## config.mk

```make
export PLATFORM = sky130hd
export DESIGN_NAME = record_lcg_shuffle_cipher
export DESIGN_NICKNAME = d
export VERILOG_FILES = /design/src/sv/rlsc_pkg.sv /design/src/sv/rlsc_ram.sv /design/src/sv/rlsc_lcg.sv /design/src/sv/record_lcg_shuffle_cipher.sv
export SDC_FILE = /design/constraint.sdc
export NUM_CORES = 2
export LEC_CHECK = 0
export BUFFER_PORTS_ARGS = -buffer_cell sky130_fd_sc_hd__buf_2
export CORE_ASPECT_RATIO = 0.5
export CORE_MARGIN = 3
export CORE_UTILIZATION = 64
export CTS_CLUSTER_DIAMETER = 60
export DETAILED_ROUTE_END_ITERATION = 10
export HOLD_SLACK_MARGIN = 0.12
export PLACE_DENSITY = 0.8
export SLEW_MARGIN = 20
export SYNTH_ARGS = -nofsm -noshare
export SYNTH_HDL_FRONTEND = slang
export SYNTH_SLANG_ARGS = --single-unit
```

## constraint.sdc

```tcl
create_clock -name clk_i -period 13.15 [get_ports clk_i]
set_input_delay 2.63 -clock clk_i [delete_from_list [all_inputs] [get_ports clk_i]]
set_output_delay 2.63 -clock clk_i [all_outputs]
set_load 0.02 [all_outputs]
```

## src/sv/rlsc_pkg.sv

```systemverilog
// ----------------------------------------------------------------------------
// rlsc_pkg
// Shared types, constants and the block order table of the record cipher.
// ----------------------------------------------------------------------------
package rlsc_pkg;

  localparam int unsigned MAX_RECORD_DEF = 256;
  localparam int unsigned CORE_SIZE      = 136;
  localparam int unsigned CORE_START     = 8;
  localparam int unsigned BLOCK_BYTES    = 32;
  localparam int unsigned CORE_BYTES     = 4 * BLOCK_BYTES;
  localparam int unsigned HDR_BYTES      = 6;
  localparam int unsigned CSUM_ADDR      = 6;

  localparam logic [31:0] LCG_MUL = 32'h41C6_4E6D;
  localparam logic [31:0] LCG_ADD = 32'h0000_6073;
  localparam logic [4:0]  SEL_MOD = 5'd24;

  typedef enum logic [2:0] {
    STAT_OK       = 3'd0,
    STAT_MISMATCH = 3'd1,
    STAT_SHORT    = 3'd2,
    STAT_LONG     = 3'd3,
    STAT_EMPTY    = 3'd4
  } status_e;

  typedef enum logic {
    KIND_REPORT = 1'b0,
    KIND_READ   = 1'b1
  } kind_e;

  typedef enum logic {
    OP_LOAD = 1'b0,
    OP_READ = 1'b1
  } opcode_e;

  typedef enum logic [6:0] {
    ST_IDLE  = 7'b0000001,
    ST_RDOUT = 7'b0000010,
    ST_HDR   = 7'b0000100,
    ST_PA    = 7'b0001000,
    ST_SUMW  = 7'b0010000,
    ST_PB    = 7'b0100000,
    ST_TAIL  = 7'b1000000
  } state_e;

  typedef struct packed {
    logic        load;
    logic        step;
    logic [31:0] seed;
  } lcg_ctl_t;

  typedef logic [1:0] blk_t;

  localparam blk_t ORDER_TAB [96] = '{
    2'd0, 2'd1, 2'd2, 2'd3, 2'd0, 2'd1, 2'd3, 2'd2, 2'd0, 2'd2, 2'd1, 2'd3,
    2'd0, 2'd3, 2'd1, 2'd2, 2'd0, 2'd2, 2'd3, 2'd1, 2'd0, 2'd3, 2'd2, 2'd1,
    2'd1, 2'd0, 2'd2, 2'd3, 2'd1, 2'd0, 2'd3, 2'd2, 2'd2, 2'd0, 2'd1, 2'd3,
    2'd3, 2'd0, 2'd1, 2'd2, 2'd2, 2'd0, 2'd3, 2'd1, 2'd3, 2'd0, 2'd2, 2'd1,
    2'd1, 2'd2, 2'd0, 2'd3, 2'd1, 2'd3, 2'd0, 2'd2, 2'd2, 2'd1, 2'd0, 2'd3,
    2'd3, 2'd1, 2'd0, 2'd2, 2'd2, 2'd3, 2'd0, 2'd1, 2'd3, 2'd2, 2'd0, 2'd1,
    2'd1, 2'd2, 2'd3, 2'd0, 2'd1, 2'd3, 2'd2, 2'd0, 2'd2, 2'd1, 2'd3, 2'd0,
    2'd3, 2'd1, 2'd2, 2'd0, 2'd2, 2'd3, 2'd1, 2'd0, 2'd3, 2'd2, 2'd1, 2'd0
  };

  // sel is already reduced below 24
  function automatic blk_t order_blk(input logic [4:0] sel, input logic [1:0] b);
    logic [6:0] idx;
    idx = {sel, 2'b00} + {5'd0, b};
    return ORDER_TAB[idx];
  endfunction

endpackage

```

## src/sv/rlsc_ram.sv

```systemverilog
// ----------------------------------------------------------------------------
// rlsc_ram
// Simple dual-port RAM: one write port, one read port with registered data.
// ----------------------------------------------------------------------------
module rlsc_ram #(
  parameter int unsigned WIDTH = 8,
  parameter int unsigned DEPTH = 256
) (
  input  logic                     clk_i,
  input  logic                     we_i,
  input  logic [$clog2(DEPTH)-1:0] waddr_i,
  input  logic [WIDTH-1:0]         wdata_i,
  input  logic                     re_i,
  input  logic [$clog2(DEPTH)-1:0] raddr_i,
  output logic [WIDTH-1:0]         rdata_o
);

  logic [WIDTH-1:0] mem_q [DEPTH];
  logic [WIDTH-1:0] rdata_q;

  always_ff @(posedge clk_i) begin
    if (we_i) begin
      mem_q[waddr_i] <= wdata_i;
    end
    if (re_i) begin
      rdata_q <= mem_q[raddr_i];
    end
  end

  assign rdata_o = rdata_q;

endmodule

```

## src/sv/rlsc_lcg.sv

```systemverilog
// ----------------------------------------------------------------------------
// rlsc_lcg
// Keystream generator: 32-bit LCG state, seeded and advanced on request.
// ----------------------------------------------------------------------------
module rlsc_lcg (
  input  logic                clk_i,
  input  logic                rst_ni,
  input  rlsc_pkg::lcg_ctl_t  ctl_i,
  output logic [31:0]         state_o
);

  logic [31:0] state_q, state_d, base;

  always_comb begin
    base    = ctl_i.load ? ctl_i.seed : state_q;
    state_d = state_q;
    if (ctl_i.load || ctl_i.step) begin
      state_d = base * rlsc_pkg::LCG_MUL + rlsc_pkg::LCG_ADD;
    end
  end

  always_ff @(posedge clk_i or negedge rst_ni) begin
    if (!rst_ni) begin
      state_q <= '0;
    end else begin
      state_q <= state_d;
    end
  end

  assign state_o = state_q;

endmodule

```

## src/sv/record_lcg_shuffle_cipher.sv

```systemverilog
// A load is taken while idle; a read passes RDOUT and the result register.
// A final load answers too short or too long in the next cycle; otherwise
// processing runs one byte per cycle through the record RAM and the 128-byte
// scratch RAM, and the report comes with busy falling. Throughput: one request
// per cycle while loading, until processing starts; a read holds busy in RDOUT.
// Reset clears control state only; the record RAM holds garbage until loaded.
// ----------------------------------------------------------------------------
// record_lcg_shuffle_cipher
// Record buffer with LCG-XOR stream cipher, block shuffle and word checksum.
// ----------------------------------------------------------------------------
module record_lcg_shuffle_cipher #(
  parameter int unsigned MAX_RECORD = rlsc_pkg::MAX_RECORD_DEF
) (
  input  logic       clk_i,
  input  logic       rst_ni,
  input  logic       start,
  output logic       busy,
  input  logic       opcode_i,
  input  logic [7:0] data_byte_i,
  input  logic       last_byte_i,
  input  logic       cfg_we_i,
  input  logic       cfg_wdata_i,
  output logic       result_valid_o,
  output logic       kind_o,
  output logic [2:0] status_o,
  output logic [7:0] out_byte_o,
  output logic       out_last_o
);

  localparam int unsigned AW = $clog2(MAX_RECORD);
  localparam int unsigned LW = $clog2(MAX_RECORD + 1);
  localparam int unsigned CW = $clog2(rlsc_pkg::CORE_BYTES);

  rlsc_pkg::state_e st_q, st_d;
  logic [LW-1:0] cnt_q, cnt_d, pi_q, pi_d, len_q, len_d, rdpos_q, rdpos_d;
  logic          pv_q, pv_d;
  logic [31:0]   key_q, key_d;
  logic [15:0]   chk_q, chk_d, sum_q, sum_d;
  logic          ready_q, ready_d, ovf_q, ovf_d, done_q, done_d;
  logic          dir_q, mode_q, mode_d;
  logic          res_valid_q, res_valid_d;
  logic          kind_q, kind_d, rlast_q, rlast_d;
  logic [2:0]    status_q, status_d;
  logic [7:0]    byte_q, byte_d;

  logic          m_we, m_re, s_we, s_re;
  logic [AW-1:0] m_waddr, m_raddr;
  logic [CW-1:0] s_waddr, s_raddr;
  logic [7:0]    m_wdata, m_rdata, s_wdata, s_rdata;

  rlsc_pkg::lcg_ctl_t lcg_ctl;
  logic [31:0]        ks;
  logic [7:0]         ks_byte;

  logic [LW-1:0] len_eff, len_new, tail_n, n_lim;
  logic          ovf_new, issue, phase_end;
  logic [4:0]    sel_raw, sel_m;
  logic [CW-1:0] ci, pci, ci_perm, pci_perm;
  logic [15:0]   sum_add;

  rlsc_ram #(.WIDTH(8), .DEPTH(MAX_RECORD)) u_rec_ram (
    .clk_i   (clk_i),
    .we_i    (m_we),
    .waddr_i (m_waddr),
    .wdata_i (m_wdata),
    .re_i    (m_re),
    .raddr_i (m_raddr),
    .rdata_o (m_rdata)
  );

  rlsc_ram #(.WIDTH(8), .DEPTH(rlsc_pkg::CORE_BYTES)) u_scr_ram (
    .clk_i   (clk_i),
    .we_i    (s_we),
    .waddr_i (s_waddr),
    .wdata_i (s_wdata),
    .re_i    (s_re),
    .raddr_i (s_raddr),
    .rdata_o (s_rdata)
  );

  rlsc_lcg u_lcg (
    .clk_i   (clk_i),
    .rst_ni  (rst_ni),
    .ctl_i   (lcg_ctl),
    .state_o (ks)
  );

  assign sel_raw  = key_q[17:13];
  assign sel_m    = (sel_raw >= rlsc_pkg::SEL_MOD) ? sel_raw - rlsc_pkg::SEL_MOD : sel_raw;
  assign ci       = cnt_q[CW-1:0];
  assign pci      = pi_q[CW-1:0];
  assign ci_perm  = {rlsc_pkg::order_blk(sel_m, ci[CW-1:CW-2]), ci[CW-3:0]};
  assign pci_perm = {rlsc_pkg::order_blk(sel_m, pci[CW-1:CW-2]), pci[CW-3:0]};
  assign ks_byte  = pi_q[0] ? ks[31:24] : ks[23:16];

  assign len_eff = done_q ? '0 : len_q;
  assign tail_n  = (len_q > LW'(rlsc_pkg::CORE_SIZE)) ?
                   ((len_q - LW'(rlsc_pkg::CORE_SIZE)) & ~LW'(1)) : '0;

  always_comb begin
    n_lim = '0;
    case (st_q)
      rlsc_pkg::ST_HDR:  n_lim = LW'(rlsc_pkg::HDR_BYTES);
      rlsc_pkg::ST_PA:   n_lim = LW'(rlsc_pkg::CORE_BYTES);
      rlsc_pkg::ST_PB:   n_lim = LW'(rlsc_pkg::CORE_BYTES);
      rlsc_pkg::ST_TAIL: n_lim = tail_n;
      default:           n_lim = '0;
    endcase
  end

  assign issue     = cnt_q < n_lim;
  assign phase_end = !issue && !pv_q;

  // Sum of little-endian words: even bytes weigh 1, odd bytes weigh 256.
  always_comb begin
    if (st_q == rlsc_pkg::ST_PA) begin
      sum_add = pi_q[0] ? {m_rdata, 8'd0} : {8'd0, m_rdata};
    end else begin
      sum_add = pi_q[0] ? {s_rdata, 8'd0} : {8'd0, s_rdata};
    end
  end

  always_comb begin
    st_d        = st_q;
    cnt_d       = cnt_q;
    pi_d        = pi_q;
    pv_d        = 1'b0;
    len_d       = len_q;
    rdpos_d     = rdpos_q;
    key_d       = key_q;
    chk_d       = chk_q;
    sum_d       = sum_q;
    ready_d     = ready_q;
    ovf_d       = ovf_q;
    done_d      = done_q;
    mode_d      = mode_q;
    res_valid_d = 1'b0;
    kind_d      = kind_q;
    status_d    = status_q;
    byte_d      = byte_q;
    rlast_d     = rlast_q;
    len_new     = len_eff;
    ovf_new     = done_q ? 1'b0 : ovf_q;
    m_we        = 1'b0;
    m_waddr     = '0;
    m_wdata     = '0;
    m_re        = 1'b0;
    m_raddr     = '0;
    s_we        = 1'b0;
    s_waddr     = '0;
    s_wdata     = '0;
    s_re        = 1'b0;
    s_raddr     = '0;
    lcg_ctl     = '0;

    if (issue) begin
      pv_d  = 1'b1;
      pi_d  = cnt_q;
      cnt_d = cnt_q + LW'(1);
    end

    case (st_q)
      rlsc_pkg::ST_IDLE: begin
        if (start) begin
          if (opcode_i == rlsc_pkg::OP_LOAD) begin
            if (done_q) begin
              done_d  = 1'b0;
              ready_d = 1'b0;
              ovf_d   = 1'b0;
              rdpos_d = '0;
              len_d   = '0;
            end
            if (len_eff < LW'(MAX_RECORD)) begin
              m_we    = 1'b1;
              m_waddr = len_eff[AW-1:0];
              m_wdata = data_byte_i;
              len_new = len_eff + LW'(1);
              len_d   = len_new;
            end else begin
              ovf_new = 1'b1;
              ovf_d   = 1'b1;
            end
            if (last_byte_i) begin
              done_d  = 1'b1;
              rdpos_d = '0;
              mode_d  = dir_q;
              kind_d  = rlsc_pkg::KIND_REPORT;
              byte_d  = '0;
              rlast_d = 1'b0;
              if (ovf_new) begin
                res_valid_d = 1'b1;
                status_d    = rlsc_pkg::STAT_LONG;
              end else if (len_new < LW'(rlsc_pkg::CORE_SIZE)) begin
                res_valid_d = 1'b1;
                status_d    = rlsc_pkg::STAT_SHORT;
              end else begin
                st_d  = rlsc_pkg::ST_HDR;
                cnt_d = '0;
              end
            end
          end else begin
            if (ready_q && rdpos_q < len_q) begin
              m_re    = 1'b1;
              m_raddr = rdpos_q[AW-1:0];
              st_d    = rlsc_pkg::ST_RDOUT;
            end else begin
              res_valid_d = 1'b1;
              kind_d      = rlsc_pkg::KIND_READ;
              status_d    = rlsc_pkg::STAT_EMPTY;
              byte_d      = '0;
              rlast_d     = 1'b0;
            end
          end
        end
      end

      rlsc_pkg::ST_RDOUT: begin
        res_valid_d = 1'b1;
        kind_d      = rlsc_pkg::KIND_READ;
        status_d    = rlsc_pkg::STAT_OK;
        byte_d      = m_rdata;
        rlast_d     = (rdpos_q + LW'(1)) == len_q;
        rdpos_d     = rdpos_q + LW'(1);
        st_d        = rlsc_pkg::ST_IDLE;
      end

      rlsc_pkg::ST_HDR: begin
        // key from bytes 0-3, checksum from bytes 6-7
        m_re    = issue;
        m_raddr = (cnt_q < LW'(4)) ? cnt_q[AW-1:0] : AW'(cnt_q + LW'(2));
        if (pv_q) begin
          if (pi_q < LW'(4)) begin
            key_d = {m_rdata, key_q[31:8]};
          end else begin
            chk_d = {m_rdata, chk_q[15:8]};
          end
        end
        if (phase_end) begin
          st_d  = rlsc_pkg::ST_PA;
          cnt_d = '0;
          sum_d = '0;
          if (!mode_q) begin
            lcg_ctl.load = 1'b1;
            lcg_ctl.seed = {16'd0, chk_q};
          end
        end
      end

      rlsc_pkg::ST_PA: begin
        m_re    = issue;
        m_raddr = AW'(cnt_q + LW'(rlsc_pkg::CORE_START));
        if (pv_q) begin
          s_we = 1'b1;
          if (mode_q) begin
            // encrypt: copy shuffled, sum plaintext words
            s_waddr = pci_perm;
            s_wdata = m_rdata;
            sum_d   = sum_q + sum_add;
          end else begin
            s_waddr      = pci;
            s_wdata      = m_rdata ^ ks_byte;
            lcg_ctl.step = pi_q[0];
          end
        end
        if (phase_end) begin
          cnt_d = '0;
          if (mode_q) begin
            st_d = rlsc_pkg::ST_SUMW;
          end else begin
            st_d  = rlsc_pkg::ST_PB;
            sum_d = '0;
          end
        end
      end

      rlsc_pkg::ST_SUMW: begin
        pv_d    = 1'b0;
        m_we    = 1'b1;
        m_waddr = AW'(cnt_q + LW'(rlsc_pkg::CSUM_ADDR));
        m_wdata = cnt_q[0] ? sum_q[15:8] : sum_q[7:0];
        cnt_d   = cnt_q + LW'(1);
        if (cnt_q[0]) begin
          st_d         = rlsc_pkg::ST_PB;
          cnt_d        = '0;
          lcg_ctl.load = 1'b1;
          lcg_ctl.seed = {16'd0, sum_q};
        end
      end

      rlsc_pkg::ST_PB: begin
        s_re    = issue;
        s_raddr = mode_q ? ci : ci_perm;
        if (pv_q) begin
          m_we    = 1'b1;
          m_waddr = AW'(pi_q + LW'(rlsc_pkg::CORE_START));
          if (mode_q) begin
            m_wdata      = s_rdata ^ ks_byte;
            lcg_ctl.step = pi_q[0];
          end else begin
            m_wdata = s_rdata;
            sum_d   = sum_q + sum_add;
          end
        end
        if (phase_end) begin
          cnt_d = '0;
          if (!mode_q && sum_q != chk_q) begin
            res_valid_d = 1'b1;
            kind_d      = rlsc_pkg::KIND_REPORT;
            status_d    = rlsc_pkg::STAT_MISMATCH;
            byte_d      = '0;
            rlast_d     = 1'b0;
            st_d        = rlsc_pkg::ST_IDLE;
          end else begin
            st_d         = rlsc_pkg::ST_TAIL;
            lcg_ctl.load = 1'b1;
            lcg_ctl.seed = key_q;
          end
        end
      end

      rlsc_pkg::ST_TAIL: begin
        // odd final byte falls outside tail_n and stays untouched
        m_re    = issue;
        m_raddr = AW'(cnt_q + LW'(rlsc_pkg::CORE_SIZE));
        if (pv_q) begin
          m_we         = 1'b1;
          m_waddr      = AW'(pi_q + LW'(rlsc_pkg::CORE_SIZE));
          m_wdata      = m_rdata ^ ks_byte;
          lcg_ctl.step = pi_q[0];
        end
        if (phase_end) begin
          res_valid_d = 1'b1;
          kind_d      = rlsc_pkg::KIND_REPORT;
          status_d    = rlsc_pkg::STAT_OK;
          byte_d      = '0;
          rlast_d     = 1'b0;
          ready_d     = 1'b1;
          st_d        = rlsc_pkg::ST_IDLE;
        end
      end

      default: begin
        st_d = rlsc_pkg::ST_IDLE;
      end
    endcase
  end

  always_ff @(posedge clk_i or negedge rst_ni) begin
    if (!rst_ni) begin
      st_q        <= rlsc_pkg::ST_IDLE;
      cnt_q       <= '0;
      pi_q        <= '0;
      pv_q        <= 1'b0;
      len_q       <= '0;
      rdpos_q     <= '0;
      key_q       <= '0;
      chk_q       <= '0;
      sum_q       <= '0;
      ready_q     <= 1'b0;
      ovf_q       <= 1'b0;
      done_q      <= 1'b0;
      dir_q       <= 1'b0;
      mode_q      <= 1'b0;
      res_valid_q <= 1'b0;
    end else begin
      st_q        <= st_d;
      cnt_q       <= cnt_d;
      pi_q        <= pi_d;
      pv_q        <= pv_d;
      len_q       <= len_d;
      rdpos_q     <= rdpos_d;
      key_q       <= key_d;
      chk_q       <= chk_d;
      sum_q       <= sum_d;
      ready_q     <= ready_d;
      ovf_q       <= ovf_d;
      done_q      <= done_d;
      mode_q      <= mode_d;
      res_valid_q <= res_valid_d;
      if (cfg_we_i) begin
        dir_q <= cfg_wdata_i;
      end
    end
  end

  always_ff @(posedge clk_i) begin
    kind_q   <= kind_d;
    status_q <= status_d;
    byte_q   <= byte_d;
    rlast_q  <= rlast_d;
  end

  assign busy           = (st_q != rlsc_pkg::ST_IDLE);
  assign result_valid_o = res_valid_q;
  assign kind_o         = kind_q;
  assign status_o       = status_q;
  assign out_byte_o     = byte_q;
  assign out_last_o     = rlast_q;

  a_fall_reports: assert property (@(posedge clk_i) disable iff (!rst_ni)
    $fell(busy) |-> result_valid_o)
    else $error("busy dropped without a result");

  a_empty_read: assert property (@(posedge clk_i) disable iff (!rst_ni)
    (start && !busy && opcode_i == rlsc_pkg::OP_READ && !ready_q) |=>
      (result_valid_o && status_o == rlsc_pkg::STAT_EMPTY))
    else $error("read of no record not answered as empty");

  a_byte_zero: assert property (@(posedge clk_i) disable iff (!rst_ni)
    (result_valid_o && status_o != rlsc_pkg::STAT_OK) |-> (out_byte_o == 8'd0 && !out_last_o))
    else $error("error result carries data");

  a_report_ready: assert property (@(posedge clk_i) disable iff (!rst_ni)
    (result_valid_o && kind_o == rlsc_pkg::KIND_REPORT && status_o == rlsc_pkg::STAT_OK)
      |-> ready_q)
    else $error("ok report without a ready record");

endmodule

```

==> flow_metrics.tcl <==
set metrics [dict create \
    outcome "finished clean" \
    cpMaxStageDelayCell "a211oi_1" \
    io_pins 30 \
    fp.dieW_um 673 \
    arrival_ns 12.52 \
    grt_use_total_pct 34.8 \
    vias 92500 \
    start_util_pct 64.9 \
    post_layout_nonfiller_instances 13400 \
    hold_viol_final 0 \
    path_clk_slew_ns 0.07 \
    synth-edff-count 3101 \
    grt_pass1_wl_um 589000 \
    cp_max_fo 16 \
    synth_nets 10900 \
    syn_area_um2 143000 \
    relSlewSlack_pct 18.0 \
    hpwl_um 245000 \
    fmax_mhz 84.3 \
    first_global_vias 89300 \
    final_common_cell "edfxtp_1" \
    ant_nets 0 \
    cts_max_level 5 \
    row_count 121 \
    cpPeakStageDelay_ns 0.54 \
    setup_viol_count_final 0 \
    fill_cells 13700 \
    gp_congestion 0.983 \
    dp_slack_ns 1.07 \
    path_class "flop to flop" \
    clk_path_buf_depth 4 \
    tns_ns 0 \
    area_growth_syn_to_layout_pct 8.15 \
    cp-start-kind "flop" \
    ys_seq_area_share_pct 67.9 \
    synth-seq-cells 3247 \
    synthDistinctLibCells 102 \
    cts_sinks 3247 \
    port_buffers 29 \
    drt-initial-drc-count 15900 \
    synthCells 10400 \
    drc 0 \
    grt_max_degree 170 \
    cp.required_ns 13.82 \
    dp_cells 12900 \
    fin_crit_sh_pct 90.2 \
    peakVddDrop_uv 112 \
    setup_ws_ns 1.29 \
    layout_common_cells "3101 x edfxtp_1, 2008 x nand2_1, 647 x nor2_1" \
    synthArstFlopShare_pct 4.50 \
    syn_area_per_cell_um2 13.7 \
    cts.repair.resized 0 \
    via_per_inst 6.88 \
    cts_buffers 276 \
    dieArea_um2 229000 \
    postCtsSetupBuffers 0 \
    routed_wl_um 401000 \
    worstSetupEndpointType "flop" \
    fin_crit_ns 11.86 \
    power_leakage_nw 52.5 \
    tightest_slew_ns 1.21 \
    hold_buffers 0 \
    cts_tree "yes" \
    die_h_um 340 \
    wl_per_cell_um 29.8 \
    skew_ns 0.0699 \
    drv_cap 0 \
    utilization_pct 70.2 \
    grt_overflow 0 \
    antenna_found_initial 16 \
    hold_class "flop to flop" \
    nets 10700 \
    clkLatencyLatePin_ns 0.88 \
    cts-root-buf "clkbuf_16" \
    rsz0062_at_grt "false" \
    synth_ff_type "edfxtp_1" \
    drive_above_1_share_pct 9.70 \
    ys.warnings.count 0 \
    powerDensity_nw_per_um2 126 \
    dr.pass1.iters 9 \
    core-area_um2 220000 \
    slew_viol_final 0 \
]
## per-layer routing
layer	wire length, um	GRT usage [%]
met5	350	0.896
met2	175000	50.2
met3	63300	12.4
met4	19400	14.3
met1	143000	48.5
## metrics by stage
| stage | hold slack [ns] | instance area (um2) | power (W) |
|---|---|---|---|
| 6_report | 0.512 | 154000 | 0.0195 |
| 3_3_place_gp | 0.472 | 145000 | 0.0117 |
| 5_1_grt | 0.520 | 154000 | 0.0199 |
| 4_1_cts | 0.503 | 154000 | 0.0195 |
| 3_5_place_dp | 0.487 | 145000 | 0.0117 |
| 2_1_floorplan | 0.448 | 143000 | 0.0116 |
## Yosys cell counts, types with 50 or more instances
cell type / number / share of area [%]
nand3_1: 540 / 1.9
buf_2: 188 / 0.66
xnor2_1: 83 / 0.51
mux2i_1: 187 / 1.3
edfxtp_1: 3101 / 65
a31oi_1: 251 / 1.1
fa_1: 190 / 2.7
and3_1: 136 / 0.60
ha_1: 254 / 2.2
inv_1: 406 / 1.1
mux2_2: 136 / 1.1
clkbuf_1: 326 / 0.86
buf_1: 73 / 0.19
o21ai_0: 161 / 0.57
nand4_1: 91 / 0.40
nor2_1: 668 / 1.8
xor2_1: 58 / 0.36
o311ai_0: 60 / 0.37
mux4_2: 219 / 3.5
a211oi_1: 87 / 0.46
a311oi_1: 131 / 0.81
nand2_1: 2017 / 5.3
nor3_1: 50 / 0.18
a21oi_1: 307 / 1.1
dfrtp_1: 145 / 2.5
a32oi_1: 83 / 0.51
## layout make-up
class	count	area, um2	area share (%)
flip-flops and latches	3247	96800	62.8
multi-input cells	6143	41800	27.1
clock buffers	359	7510	4.88
well taps	2952	3690	2.40
repair buffers	202	1710	1.11
inverters	408	1530	0.994
clock inverters	117	1020	0.660
diodes	18	45.0	0.0292
## registers in the layout, summed over array words and instances (netlist names), 9 cells and up
signal and count:
key_q 32, u_rec_ram.mem_q 2048, u_lcg.state_o 32, chk_q 16, sum_q 16, u_scr_ram.mem_q 1024, len_q 9, cnt_q 9
pi_q 9, rdpos_q 9
## critical path: cells and delay by family, from the launching register on
| family | cells | cell delay [ns] |
|---|---|---|
| adders and majority gates | 11 | 4.11 |
| AOI/OAI and AO/OA | 14 | 3.63 |
| and+or+nand+nor | 8 | 2.11 |
| buffers and inverters | 7 | 0.94 |
| DFF | 1 | 0.48 |
| xor gates and xnor gates | 2 | 0.44 |
## cells by family (layout without fill, tap and decap cells)
kind of cell    Yosys count  in the layout  share of synthesized area [%]
xor+xnor                142            142                          0.882
simple gates           3667           3667                           11.0
fa+ha+maj               444            444                           4.90
buf+inv                1043           1086                           3.06
other cells               0             18                              0
compound gates         1346           1346                           6.42
flops                  3247           3247                           67.9
mux                     544            544                           5.87
## power by group
group,switching (W),internal (W)
Clock,0.00369,0.00435
Sequential,0.0000134,0.0112
Combinational,0.000171,0.0000304
Total,0.00387,0.0156
## path summary, 6_finish.rpt
kind                                          startpoint                       endpoint  slack (ns)  cells after the start
max in group asynchronous                         rst_ni  u_lcg.state_o[28]$_DFFE_PN0P_        9.40                      3
hold reg to reg            u_lcg.state_o[14]$_DFFE_PN0P_  u_lcg.state_o[14]$_DFFE_PN0P_        0.51                      2
setup reg to reg                    len_q[3]$_DFFE_PN0P_  u_lcg.state_o[31]$_DFFE_PN0P_        1.29                     42
min in group asynchronous                         rst_ni              dir_q$_DFFE_PN0P_        1.68                      1
setup / recovery                    len_q[3]$_DFFE_PN0P_  u_lcg.state_o[31]$_DFFE_PN0P_        1.29                     42
hold / removal             u_lcg.state_o[14]$_DFFE_PN0P_  u_lcg.state_o[14]$_DFFE_PN0P_        0.51                      2
No activity file was read; power rests on OpenSTA's default activity.
